$ cat config.mk
export PLATFORM = sky130hd
export DESIGN_NAME = json_string_unescape
export DESIGN_NICKNAME = d
export VERILOG_FILES = /design/src/rtl/jsu_pkg.sv /design/src/rtl/json_string_unescape.sv /design/src/rtl/jsu_decode.sv
export VERILOG_INCLUDE_DIRS = /design/src /design/src/rtl
export SDC_FILE = /design/constraint.sdc
export NUM_CORES = 1
export LEC_CHECK = 0
export BUFFER_PORTS_ARGS = -buffer_cell sky130_fd_sc_hd__buf_2
export CAP_MARGIN = 0
export CORE_UTILIZATION = 40
export DETAILED_ROUTE_END_ITERATION = 10
export HOLD_SLACK_MARGIN = 0.12
export PLACE_DENSITY_LB_ADDON = 0.15
export SKIP_CTS_REPAIR_TIMING = 1
export SYNTH_ARGS = -nofsm -noshare
export SYNTH_HDL_FRONTEND = slang
export SYNTH_SLANG_ARGS = --single-unit
$ cat constraint.sdc
create_clock -name clk -period 4.1 [get_ports clk]
set_input_delay 0.41 -clock clk [delete_from_list [all_inputs] [get_ports clk]]
set_output_delay 0.41 -clock clk [all_outputs]
set_load 0.005 [all_outputs]
$ cat src/rtl/json_string_unescape_defines.svh
// assertion macros used by rtl/json_string_unescape.sv
// both sample on clk and are off while rst is high
`ifndef JSON_STRING_UNESCAPE_DEFINES_SVH
`define JSON_STRING_UNESCAPE_DEFINES_SVH

// same-cycle implication
`define JSU_ASSERT_NOW(lbl, ante, cons, msg) \
  lbl: assert property (@(posedge clk) disable iff (rst) (ante) |-> (cons)) else $error(msg);

// implication checked in the following cycle
`define JSU_ASSERT_NEXT(lbl, ante, cons, msg) \
  lbl: assert property (@(posedge clk) disable iff (rst) (ante) |=> (cons)) else $error(msg);

`endif

$ cat src/rtl/jsu_pkg.sv
`default_nettype none

package jsu_pkg;

  typedef enum logic [1:0] {
    MODE_TEXT,
    MODE_ESC,
    MODE_HEX,
    MODE_ERR
  } mode_t;

  localparam logic [1:0] ST_OK       = 2'd0;
  localparam logic [1:0] ST_BAD_HEX  = 2'd1;
  localparam logic [1:0] ST_OPEN_ESC = 2'd2;

  localparam logic [7:0] CH_BSLASH = 8'h5c;
  localparam logic [7:0] CH_U      = 8'h75;

  typedef struct packed {
    logic [7:0] in_byte;
    logic       final_byte;
  } in_t;

  typedef struct packed {
    logic [7:0] out_byte;
    logic       byte_valid;
    logic       string_end;
    logic [1:0] status;
    logic       run_last;
  } out_t;

  // decoder state: three hex digits at most are held before the fourth completes
  typedef struct packed {
    mode_t       mode;
    logic [1:0]  digits;
    logic [11:0] cp;
    logic [1:0]  err;
  } st_t;

  // results of one request, bytes[0] goes out first
  typedef struct packed {
    logic [1:0]      count;
    logic [2:0][7:0] bytes;
    logic            has_bytes;
    logic            fin;
    logic [1:0]      status;
  } dec_t;

endpackage

`default_nettype wire

$ cat src/rtl/json_string_unescape.sv
`default_nettype none
// channel  struct  handshake              direction
// src      in_t    src_valid / src_stall  raw string bytes in
// dst      out_t   dst_valid / dst_stall  decoded bytes out
//
// one request is decoded in the cycle it is taken; its 0 to 3 results
// sit in a small result buffer and leave one per cycle unless dst stalls
// plain bytes, short escapes: one request per cycle unless dst stalls; a
// \u escape of 2 or 3 utf-8 bytes holds src until one result is left
// src_stall follows dst_stall while the last buffered result is waiting
// rst is synchronous: text mode, no error, result buffer empty

module json_string_unescape (
  input  logic          clk,
  input  logic          rst,
  input  logic          src_valid,
  output logic          src_stall,
  input  jsu_pkg::in_t  src_item,
  output logic          dst_valid,
  input  logic          dst_stall,
  output jsu_pkg::out_t dst_item
);
  import jsu_pkg::*;

  st_t             state;
  st_t             state_step;
  st_t             state_next;
  dec_t            dec;
  logic [1:0]      cnt;
  logic [2:0][7:0] bytes;
  logic            has_bytes;
  logic            fin;
  logic [1:0]      status;
  logic            src_acc;
  logic            dst_acc;
  logic            last;

  jsu_decode u_decode (
    .cur  (state),
    .item (src_item),
    .step (state_step),
    .res  (dec)
  );

  // the final byte of a string returns the decoder to its reset state
  always_comb begin
    state_next = state_step;
    if (src_item.final_byte) begin
      state_next.mode   = MODE_TEXT;
      state_next.digits = 2'd0;
      state_next.cp     = '0;
      state_next.err    = ST_OK;
    end
  end

  assign dst_acc   = dst_valid && !dst_stall;
  assign src_stall = !(cnt == 2'd0 || (cnt == 2'd1 && !dst_stall));
  assign src_acc   = src_valid && !src_stall;

  always_ff @(posedge clk) begin
    if (rst) begin
      state.mode   <= MODE_TEXT;
      state.digits <= 2'd0;
      state.cp     <= '0;
      state.err    <= ST_OK;
    end else if (src_acc) begin
      state <= state_next;
    end
  end

  always_ff @(posedge clk) begin
    if (rst) begin
      cnt <= 2'd0;
    end else if (src_acc) begin
      cnt <= dec.count;
    end else if (dst_acc) begin
      cnt <= cnt - 2'd1;
    end
  end

  always_ff @(posedge clk) begin
    if (src_acc) begin
      bytes     <= dec.bytes;
      has_bytes <= dec.has_bytes;
      fin       <= dec.fin;
      status    <= dec.status;
    end else if (dst_acc) begin
      bytes <= {8'h00, bytes[2:1]};
    end
  end

  assign last                = (cnt == 2'd1);
  assign dst_valid           = (cnt != 2'd0);
  assign dst_item.out_byte   = bytes[0];
  assign dst_item.byte_valid = has_bytes;
  assign dst_item.string_end = fin && last;
  assign dst_item.status     = (fin && last) ? status : ST_OK;
  assign dst_item.run_last   = last;

`include "json_string_unescape_defines.svh"

  `JSU_ASSERT_NOW(a_end_is_last, dst_valid && dst_item.string_end, dst_item.run_last, "string end not on last result")
  `JSU_ASSERT_NOW(a_status_at_end, dst_valid && dst_item.status != ST_OK, dst_item.string_end, "status off the string end")
  `JSU_ASSERT_NEXT(a_fin_clears, src_acc && src_item.final_byte, state.mode == MODE_TEXT && state.err == ST_OK, "decoder not cleared after final byte")
  `JSU_ASSERT_NOW(a_err_mode, state.mode == MODE_ERR, state.err == ST_BAD_HEX, "error mode without bad hex status")
  `JSU_ASSERT_NEXT(a_pending_kept, dst_valid && !dst_item.run_last, dst_valid, "pending results dropped")

endmodule

`default_nettype wire

$ cat src/rtl/jsu_decode.sv
`default_nettype none

module jsu_decode (
  input  jsu_pkg::st_t cur,
  input  jsu_pkg::in_t item,
  output jsu_pkg::st_t step,
  output jsu_pkg::dec_t res
);
  import jsu_pkg::*;

  logic [7:0]  b;
  logic        fin;
  logic        hex_ok;
  logic [3:0]  nib;
  logic [15:0] cpf;
  logic [7:0]  esc;
  logic [1:0]  n;

  assign b   = item.in_byte;
  assign fin = item.final_byte;

  always_comb begin
    hex_ok = 1'b1;
    nib    = 4'd0;
    if (b inside {[8'h30:8'h39]}) begin
      nib = b[3:0];
    end else if (b inside {[8'h41:8'h46], [8'h61:8'h66]}) begin
      nib = b[3:0] + 4'd9;
    end else begin
      hex_ok = 1'b0;
    end
  end

  always_comb begin
    case (b)
      8'h6e:   esc = 8'h0a;
      8'h74:   esc = 8'h09;
      8'h72:   esc = 8'h0d;
      8'h62:   esc = 8'h08;
      8'h66:   esc = 8'h0c;
      default: esc = b;
    endcase
  end

  assign cpf = {cur.cp, nib};

  // next state before the end-of-string clear
  always_comb begin
    step = cur;
    case (cur.mode)
      MODE_TEXT: begin
        if (b == CH_BSLASH && !fin) step.mode = MODE_ESC;
      end
      MODE_ESC: begin
        if (b == CH_U) begin
          step.mode   = MODE_HEX;
          step.digits = 2'd0;
          step.cp     = '0;
          if (fin) step.err = ST_OPEN_ESC;
        end else begin
          step.mode = MODE_TEXT;
        end
      end
      MODE_HEX: begin
        if (fin && cur.digits != 2'd3) begin
          step.err = ST_OPEN_ESC;
        end else if (!hex_ok) begin
          step.err  = ST_BAD_HEX;
          step.mode = MODE_ERR;
        end else if (cur.digits == 2'd3) begin
          step.mode   = MODE_TEXT;
          step.digits = 2'd0;
          step.cp     = '0;
        end else begin
          step.digits = cur.digits + 2'd1;
          step.cp     = cpf[11:0];
        end
      end
      default: ;
    endcase
  end

  always_comb begin
    n         = 2'd0;
    res.bytes = '0;
    case (cur.mode)
      MODE_TEXT: begin
        if (!(b == CH_BSLASH && !fin)) begin
          n            = 2'd1;
          res.bytes[0] = b;
        end
      end
      MODE_ESC: begin
        if (b != CH_U) begin
          n            = 2'd1;
          res.bytes[0] = esc;
        end
      end
      MODE_HEX: begin
        if (!(fin && cur.digits != 2'd3) && hex_ok && cur.digits == 2'd3) begin
          // utf-8 expansion of the finished code point
          if (cpf[15:7] == '0) begin
            n            = 2'd1;
            res.bytes[0] = {1'b0, cpf[6:0]};
          end else if (cpf[15:11] == '0) begin
            n            = 2'd2;
            res.bytes[0] = {3'b110, cpf[10:6]};
            res.bytes[1] = {2'b10, cpf[5:0]};
          end else begin
            n            = 2'd3;
            res.bytes[0] = {4'b1110, cpf[15:12]};
            res.bytes[1] = {2'b10, cpf[11:6]};
            res.bytes[2] = {2'b10, cpf[5:0]};
          end
        end
      end
      default: ;
    endcase
    res.has_bytes = (n != 2'd0);
    res.count     = (fin && n == 2'd0) ? 2'd1 : n;
    res.fin       = fin;
    res.status    = step.err;
  end

endmodule

`default_nettype wire

==> summary by stage, run 1 <==
Min path
The worst hold path belongs to the class input pin to flop.

Synthesis
The synthesized netlist occupies a cell area of roughly 0.003 sq mm. The largest area contributor in the synthesized netlist is sky130_fd_sc_hd__edfxtp_1. After synthesis, the mean cell area works out to ~9.0 sq um. The cell count after synthesis is 338.

The synthesized design devotes to its leading area cell type between 20% and 30% of total area. The share of synthesized flip-flops with an asynchronous set or reset is 0%. Counting distinct cell types in the post-synthesis netlist gives 60.

The most used flip-flop cell after synthesis is sky130_fd_sc_hd__edfxtp_1. Ranked by instance count, the synthesized netlist is headed by sky130_fd_sc_hd__nand2_1 (31), sky130_fd_sc_hd__nor2_1 (29), sky130_fd_sc_hd__edfxtp_1 (26). The Yosys warning count is 0. The number of nets in the synthesized netlist is 362. Sorting the synthesized cells by area gives the leading types as sky130_fd_sc_hd__edfxtp_1 (26%), sky130_fd_sc_hd__dfxtp_1 (13%), sky130_fd_sc_hd__mux2i_1 (4.6%). Yosys mapped a number of flops with a built-in enable equal to 26.

The cell with the most instances after synthesis is sky130_fd_sc_hd__nand2_1. The synthesized design contains 46 register bits. The sequential share of the synthesized area is about two fifths.

STA
The total negative setup slack is 0 ns. The final count of pins violating max slew is 0. The final setup violation count is 0. The count of endpoints failing hold in the final timing report is 0. Setup repair after global routing left no endpoint under its margin. The worst slew margin relative to its limit is 48.9%. The measured slew at the worst slew-check pin is ~0.76 ns.

The post-route clock skew is roughly 0.0086 ns. Static timing analysis puts the maximum clock frequency at around 0.37 GHz. Dividing the final minimum period by the clock period gives between 60% and 70%. The final critical delay including setup and external delays is 2.70 ns.

Drt
After detailed routing, the met2 layer carries approximately 3500 microns of wire. In the routed layout, each cell is associated on average with a via count of around 5.7. Summed over all nets, wire length on met3 after detailed routing comes to around 340 microns.

Detailed routing inserted a total of about 2500 vias. The detailed router's first-iteration violation count is ~150. The detailed-route wire length is between 7000 and 8000 microns. The detailed-routing iteration count for the pre-antenna-repair pass is 5. After detailed routing, the number of remaining DRC violations is 0. After detailed routing, the average wire length per cell comes to approximately 17 microns. Once detail routing completed, the nets flagged for antenna violations numbered 0. In the final routing, the length of wire on met1 measures 3730 microns.

The top metal layer carrying routed signals is met4.

Pwr
The sequential cell fraction of total power is between 50% and 60%. The clock network burns between 20% and 30% of the power. The maximum resistive drop on vdd is between 100 and 150 uV. The static leakage is 1.23 nW. The internal portion of the total power is approximately 0.00076 W. The total power density per cell area is ~330 mW/mm^2.

The switching power of the nets is ~0.00032 W. Combinational logic burns 19.9% of the power. The switching fraction of total power is 29.9%.

Layout
The filler cells instantiated in the layout total ~750. Cells with a size suffix above 1 make up around 15% of the layout. Measured on the finished design, the core utilization comes to ~45%. In the final design database the tool counted approximately 370 nets. The total inserted antenna cells is 0.

The synthesis-to-layout area growth is 7.37%.

Clock tree
The number of CTS-inserted buffers is 5. Clock-pin slew was measured on the worst setup and hold paths at 0.10 ns. The CTS tree is yes. The number of sinks driven by the clock tree is 46. The root cell of the clock tree is sky130_fd_sc_hd__clkbuf_8.

The CTS H-tree depth is 2. For the worst-skew pair, the clock arrives at the later sink with an insertion delay of 0.31 ns. The maximum clock path buffer count is 2.

Global routing
The initial antenna violation count is 0. The pin count of the biggest net entering global routing is 27. Summed over all layers, the global routing overflow is 0. The combined global-route utilization of all metal layers is about 20%. The wire length of the first global-routing pass is between 10000 and 15000 microns. The via count of the first global-routing pass is 2377.

Place
Input and output buffers added on the ports amount to 27. The detailed placement HPWL is about 5600 microns. The congestion estimate from routability-driven global placement came to between 0.8 and 0.9.

Setup path
The worst setup path is launched from a flop. At the worst endpoint, the required time is 4.30 ns. The top fanout value on the critical path is 26. The critical path class is flop to flop. Data arrives at the worst endpoint at ~2.9 ns. The endpoint class of the critical path is a flop.

Floorplanning
The area of the placeable core is around 0.0073 sq mm. The number of core rows is 31. The die is 89.2 microns tall. The initial utilization of the core area, before any placement, comes to 41.7%. For this design the top-level I/O count stands at 28.

The x dimension of the die is approximately 89 microns. The area enclosed by the die boundary is slightly below 0.008 sq mm.

Outcome
The run finished with clean final reports.

Job
Max-cap violations in this run came to 0.
state kept, by name (all words and copies together) (netlist names):
register	count
fin	1
dst_item	8
bytes	14
status	2
state	18
cnt	2
has_bytes	1
worst paths after layout:
check,start,end,slack [ns],cells after the start
hold / removal,src_item[0],fin$_DFFE_PP_,0.44,1
hold reg to reg,state[1]$_SDFFE_PP0P_,state[1]$_SDFFE_PP0P_,0.49,2
setup / recovery,cnt[1]$_SDFFE_PP0P_,state[5]$_SDFFE_PP0P_,1.40,9
setup reg to reg,cnt[1]$_SDFFE_PP0P_,state[5]$_SDFFE_PP0P_,1.40,9
placed cells by master (no fill, tap or decap), types with 14 or more instances in the layout:
cell and count:
sky130_fd_sc_hd__o21ai_0 20, sky130_fd_sc_hd__edfxtp_1 26, sky130_fd_sc_hd__dfxtp_1 20, sky130_fd_sc_hd__nand2_1 31, sky130_fd_sc_hd__mux2i_1 14, sky130_fd_sc_hd__nand2b_1 19, sky130_fd_sc_hd__inv_1 18, sky130_fd_sc_hd__buf_2 27
sky130_fd_sc_hd__nor2_1 29, sky130_fd_sc_hd__a21oi_1 16
worst max-delay path, stage by stage (launching register included):
cell                      delay [ns]
sky130_fd_sc_hd__dfxtp_1        0.34
sky130_fd_sc_hd__inv_1          0.05
sky130_fd_sc_hd__ha_1           0.22
sky130_fd_sc_hd__nor2b_1        0.19
sky130_fd_sc_hd__o21ai_2        0.12
sky130_fd_sc_hd__buf_4          0.31
sky130_fd_sc_hd__inv_2          0.20
sky130_fd_sc_hd__and3_1         0.27
sky130_fd_sc_hd__a21oi_4        0.49
sky130_fd_sc_hd__mux2_2         0.39
metrics by stage:
stage	hold WS (ns)	cell area (sq um)	std cells	total power (W)	worst slack, ns
detailed placement	0.465	3170	441	0.000793	1.35
floorplan	0.446	3040	338	0.000738	1.21
global placement	0.458	3170	441	0.000794	1.35
finish	0.442	3260	449	0.00108	1.40
global route	0.433	3260	449	0.00113	1.22
CTS	0.437	3260	449	0.00109	1.41
cell families after synthesis:
group / count (synthesis) / synth area share, %
compound gates: 87 / 19.8
buf+inv: 44 / 7.21
mux: 16 / 5.35
xor+xnor: 2 / 0.577
simple gates: 132 / 23.7
fa+ha+maj: 11 / 4.53
flops: 46 / 38.9
power by group through the flow:
stage                     Sequential [W]  Clock (W)  Combinational [W]
after floorplan                 0.000574          0           0.000165
after global placement          0.000578          0           0.000217
after detailed placement        0.000578          0           0.000215
after CTS                       0.000567   0.000304           0.000215
after global routing            0.000572   0.000320           0.000241
final                           0.000567   0.000295           0.000215
metal layers:
layer	vias up	global-route usage [%]
met4	0	5.05
li1	1244	-
met5	-	0
met1	1215	28.9
met2	73	33.0
met3	9	3.05
final cells by class:
type	count	area [sq um]	area share, %
well taps	99	124	3.80
multi-input cells	248	1640	50.3
inverters	19	71.3	2.19
clock inverters	3	25.0	0.767
flip-flops and latches	46	1180	36.2
repair buffers	29	150	4.60
clock buffers	5	68.8	2.11
No activity file was read; power rests on OpenSTA's default activity.
==> run 2, diff against run 1 <==
==> constraint.sdc (replaced) <==
create_clock -name clk -period 2.4 [get_ports clk]
set_input_delay 0.24 -clock clk [delete_from_list [all_inputs] [get_ports clk]]
set_output_delay 0.24 -clock clk [all_outputs]
set_load 0.005 [all_outputs]
==> summary by stage, run 2 (synthesized netlist as in run 1, its figures left out) <==
Place
The final RePlAce weighted congestion is just under 0.9. The detailed placement HPWL is just under 6000 microns. Port buffering added 27 buffers.

Pwr
The static leakage is 1.33 nW. The overall power is 0.00194 W. The maximum resistive drop on vdd is around 300 uV. Power spread over the standard cell area amounts to between 500 and 600 mW/mm^2.

Job
The number of violations of the max-capacitance limit is 0.

Drt
For this block, the initial DRC count from the detailed router was between 150 and 200. For this block, the routed nets add up to slightly below 8000 microns of wire. The detailed-route via count is 2610. The via-per-instance ratio is between 5 and 6. In this run the remaining antenna-violating nets after routing total 0.

The detailed-routing iteration count for the pre-antenna-repair pass is 5. After detailed routing, the average wire length per cell comes to 16.6 microns. For this run, design rule violations remaining after detail routing come to 0.

Min path
The endpoint of the worst hold-timing path is fin$_DFFE_PP_. Counting instances, the worst hold path has a depth of 1. In this run the most critical hold path is launched from src_item[0].

In this run the worst hold path is classified as input pin to flop.

Setup path
The worst setup path is captured at a flop. Counting cells, the worst reg-to-reg path comes to 9. STA puts the critical path data required time at about 2.6 ns.

The worst flop-to-flop path startpoint is cnt[1]$_SDFFE_PP0P_. In this run the critical register-to-register path is captured at state[4]$_SDFFE_PP0P_. The register-to-register path setup slack is approximately 0.22 ns. The startpoint kind of the worst setup timing path is a flop. The endpoint arrival time on the critical path is ~2.4 ns. The top fanout value on the critical path is 11. The critical path in this run is classified as flop to flop.

Floorplanning
The x dimension of the die is between 80 and 90 microns. In this run the vertical extent of the chip is approximately 90 microns. The number of core rows is 31. The area of the placeable core is between 0.007 and 0.008 sq mm. Pin placement for this block handled 28 I/O pins.

The die covers just under 0.008 sq mm. For this configuration, the core starts out at a cell density of a little over two fifths.

Layout
The final net count is 390. In the layout the commonest cells are sky130_fd_sc_hd__nand2_1 (31), sky130_fd_sc_hd__nor2_1 (29), sky130_fd_sc_hd__buf_2 (27). The flip-flop count of the largest register after layout is 18.

After filler insertion, the fill cell instance count of the layout stands at between 700 and 800. The synthesis-to-layout area growth is 12.2%. More flip-flops sit in one register than any other, and that register is state. The library cell used most frequently in the layout, excluding fill and tap cells, is sky130_fd_sc_hd__nand2_1. The total inserted antenna cells is 0.

The multi-input combinational cell area is between 0.0015 and 0.002 sq mm. The area used by sequential logic in the layout is around 0.0012 sq mm. Of the cells placed in the final design, the portion with a size suffix greater than 1 is roughly 19%.

Global routing
Entering global routing, the biggest net connects 23 pins. The wire length of the first global-routing pass is ~12000 microns. The combined global-route utilization of all metal layers is between 20% and 30%.

The via count of the first global-routing pass is ~2400. The total congestion overflow after global routing is 0. The initial antenna violation count was 0.

Clock tree
The maximum clock path buffer count is 2. The clock slew seen by the registers of the worst setup and hold paths is about 0.1 ns. TritonCTS built the clock tree. The root cell of the clock tree is sky130_fd_sc_hd__clkbuf_8. The number of sinks driven by the clock tree is 46.

The H-tree was split into 2 levels. The number of CTS-inserted buffers is 5. The clock latency reported for the late side of the worst-skew pair is around 0.3 ns.

Outcome
The flow ran to the end, and the final reports show no timing, DRC or antenna violations.

STA
The count of endpoints failing hold in the final timing report was 0. The final critical delay including setup and external delays is approximately 2.2 ns. The worst slew margin relative to its limit is between 20% and 30%. The total negative setup slack is 0 ns. Setup repair after global routing left no endpoint under its margin. The final setup violation count is 0. The final count of pins violating max slew is 0. Static timing analysis puts the maximum clock frequency at 0.459 GHz. On the final layout, the worst clock skew is between 0.01 and 0.015 ns. At the pin with the least slew margin, the transition time is about 1.1 ns.

The ratio of final minimum period to clock period is between 90% and 100%.
run 2: cell count changes in the layout (fill, tap and decap cells not counted):
cell	change
sky130_fd_sc_hd__clkinv_2	+1
sky130_fd_sc_hd__clkinvlp_4	-1
sky130_fd_sc_hd__bufinv_16	+1
sky130_fd_sc_hd__clkinv_4	-1
sky130_fd_sc_hd__buf_4	+17
run 2: worst max-delay path by stage:
stage               slack [ns]               endpoint  cells past startpoint                start
floorplan                 0.14    bytes[10]$_DFFE_PP_                      7  cnt[0]$_SDFFE_PP0P_
global placement          0.16  dst_item[8]$_DFFE_PP_                      8          src_item[1]
detailed placement        0.11  dst_item[6]$_DFFE_PP_                      9          src_item[1]
CTS                       0.23  state[4]$_SDFFE_PP0P_                      9  cnt[1]$_SDFFE_PP0P_
global route             0.007  dst_item[9]$_DFFE_PP_                      7  cnt[1]$_SDFFE_PP0P_
finish                    0.22  state[4]$_SDFFE_PP0P_                      9  cnt[1]$_SDFFE_PP0P_
run 2: final cells by class:
type,instances,share of cell area (%)
multi-input combinational,248,48.2
sequential,46,34.7
timing repair buffer,46,8.15
tap,99,3.63
inverter,19,2.09
clock buffer,5,2.02
clock inverter,3,1.28
run 2: report_power, final:
| part | internal, W | switching (W) |
|---|---|---|
| clock network | 0.000313 | 0.000284 |
| logic | 0.000148 | 0.000228 |
| registers | 0.000944 | 0.0000242 |
run 2: metrics by stage:
| stage | util, % | hold slack, ns | std cells | instance area [sq um] | setup WS [ns] |
|---|---|---|---|---|---|
| finish | 46.7 | 0.268 | 466 | 3410 | 0.222 |
| global route | 46.7 | 0.261 | 466 | 3410 | 0.00731 |
| CTS | 46.7 | 0.256 | 466 | 3410 | 0.232 |
| detailed placement | 45.2 | 0.469 | 458 | 3300 | 0.105 |
| global placement | 45.2 | 0.456 | 458 | 3300 | 0.156 |
| floorplan | - | 0.339 | 338 | 3040 | 0.135 |
run 2: routing by layer:
| layer | routed length, microns | GRT usage, % |
|---|---|---|
| met2 | 3350 | 30.7 |
| met4 | 218 | 7.79 |
| met1 | 3820 | 30.1 |
| met3 | 326 | 3.23 |
| met5 | 0 | 0 |
run 2: critical path: stages, from the launching register on:
cell                      delay (ns)
sky130_fd_sc_hd__dfxtp_1        0.34
sky130_fd_sc_hd__inv_1          0.06
sky130_fd_sc_hd__ha_1           0.22
sky130_fd_sc_hd__nor2b_1        0.18
sky130_fd_sc_hd__o21ai_2        0.36
sky130_fd_sc_hd__inv_2          0.06
sky130_fd_sc_hd__and3_1         0.22
sky130_fd_sc_hd__a21oi_4        0.18
sky130_fd_sc_hd__buf_4          0.25
sky130_fd_sc_hd__mux2i_1        0.21
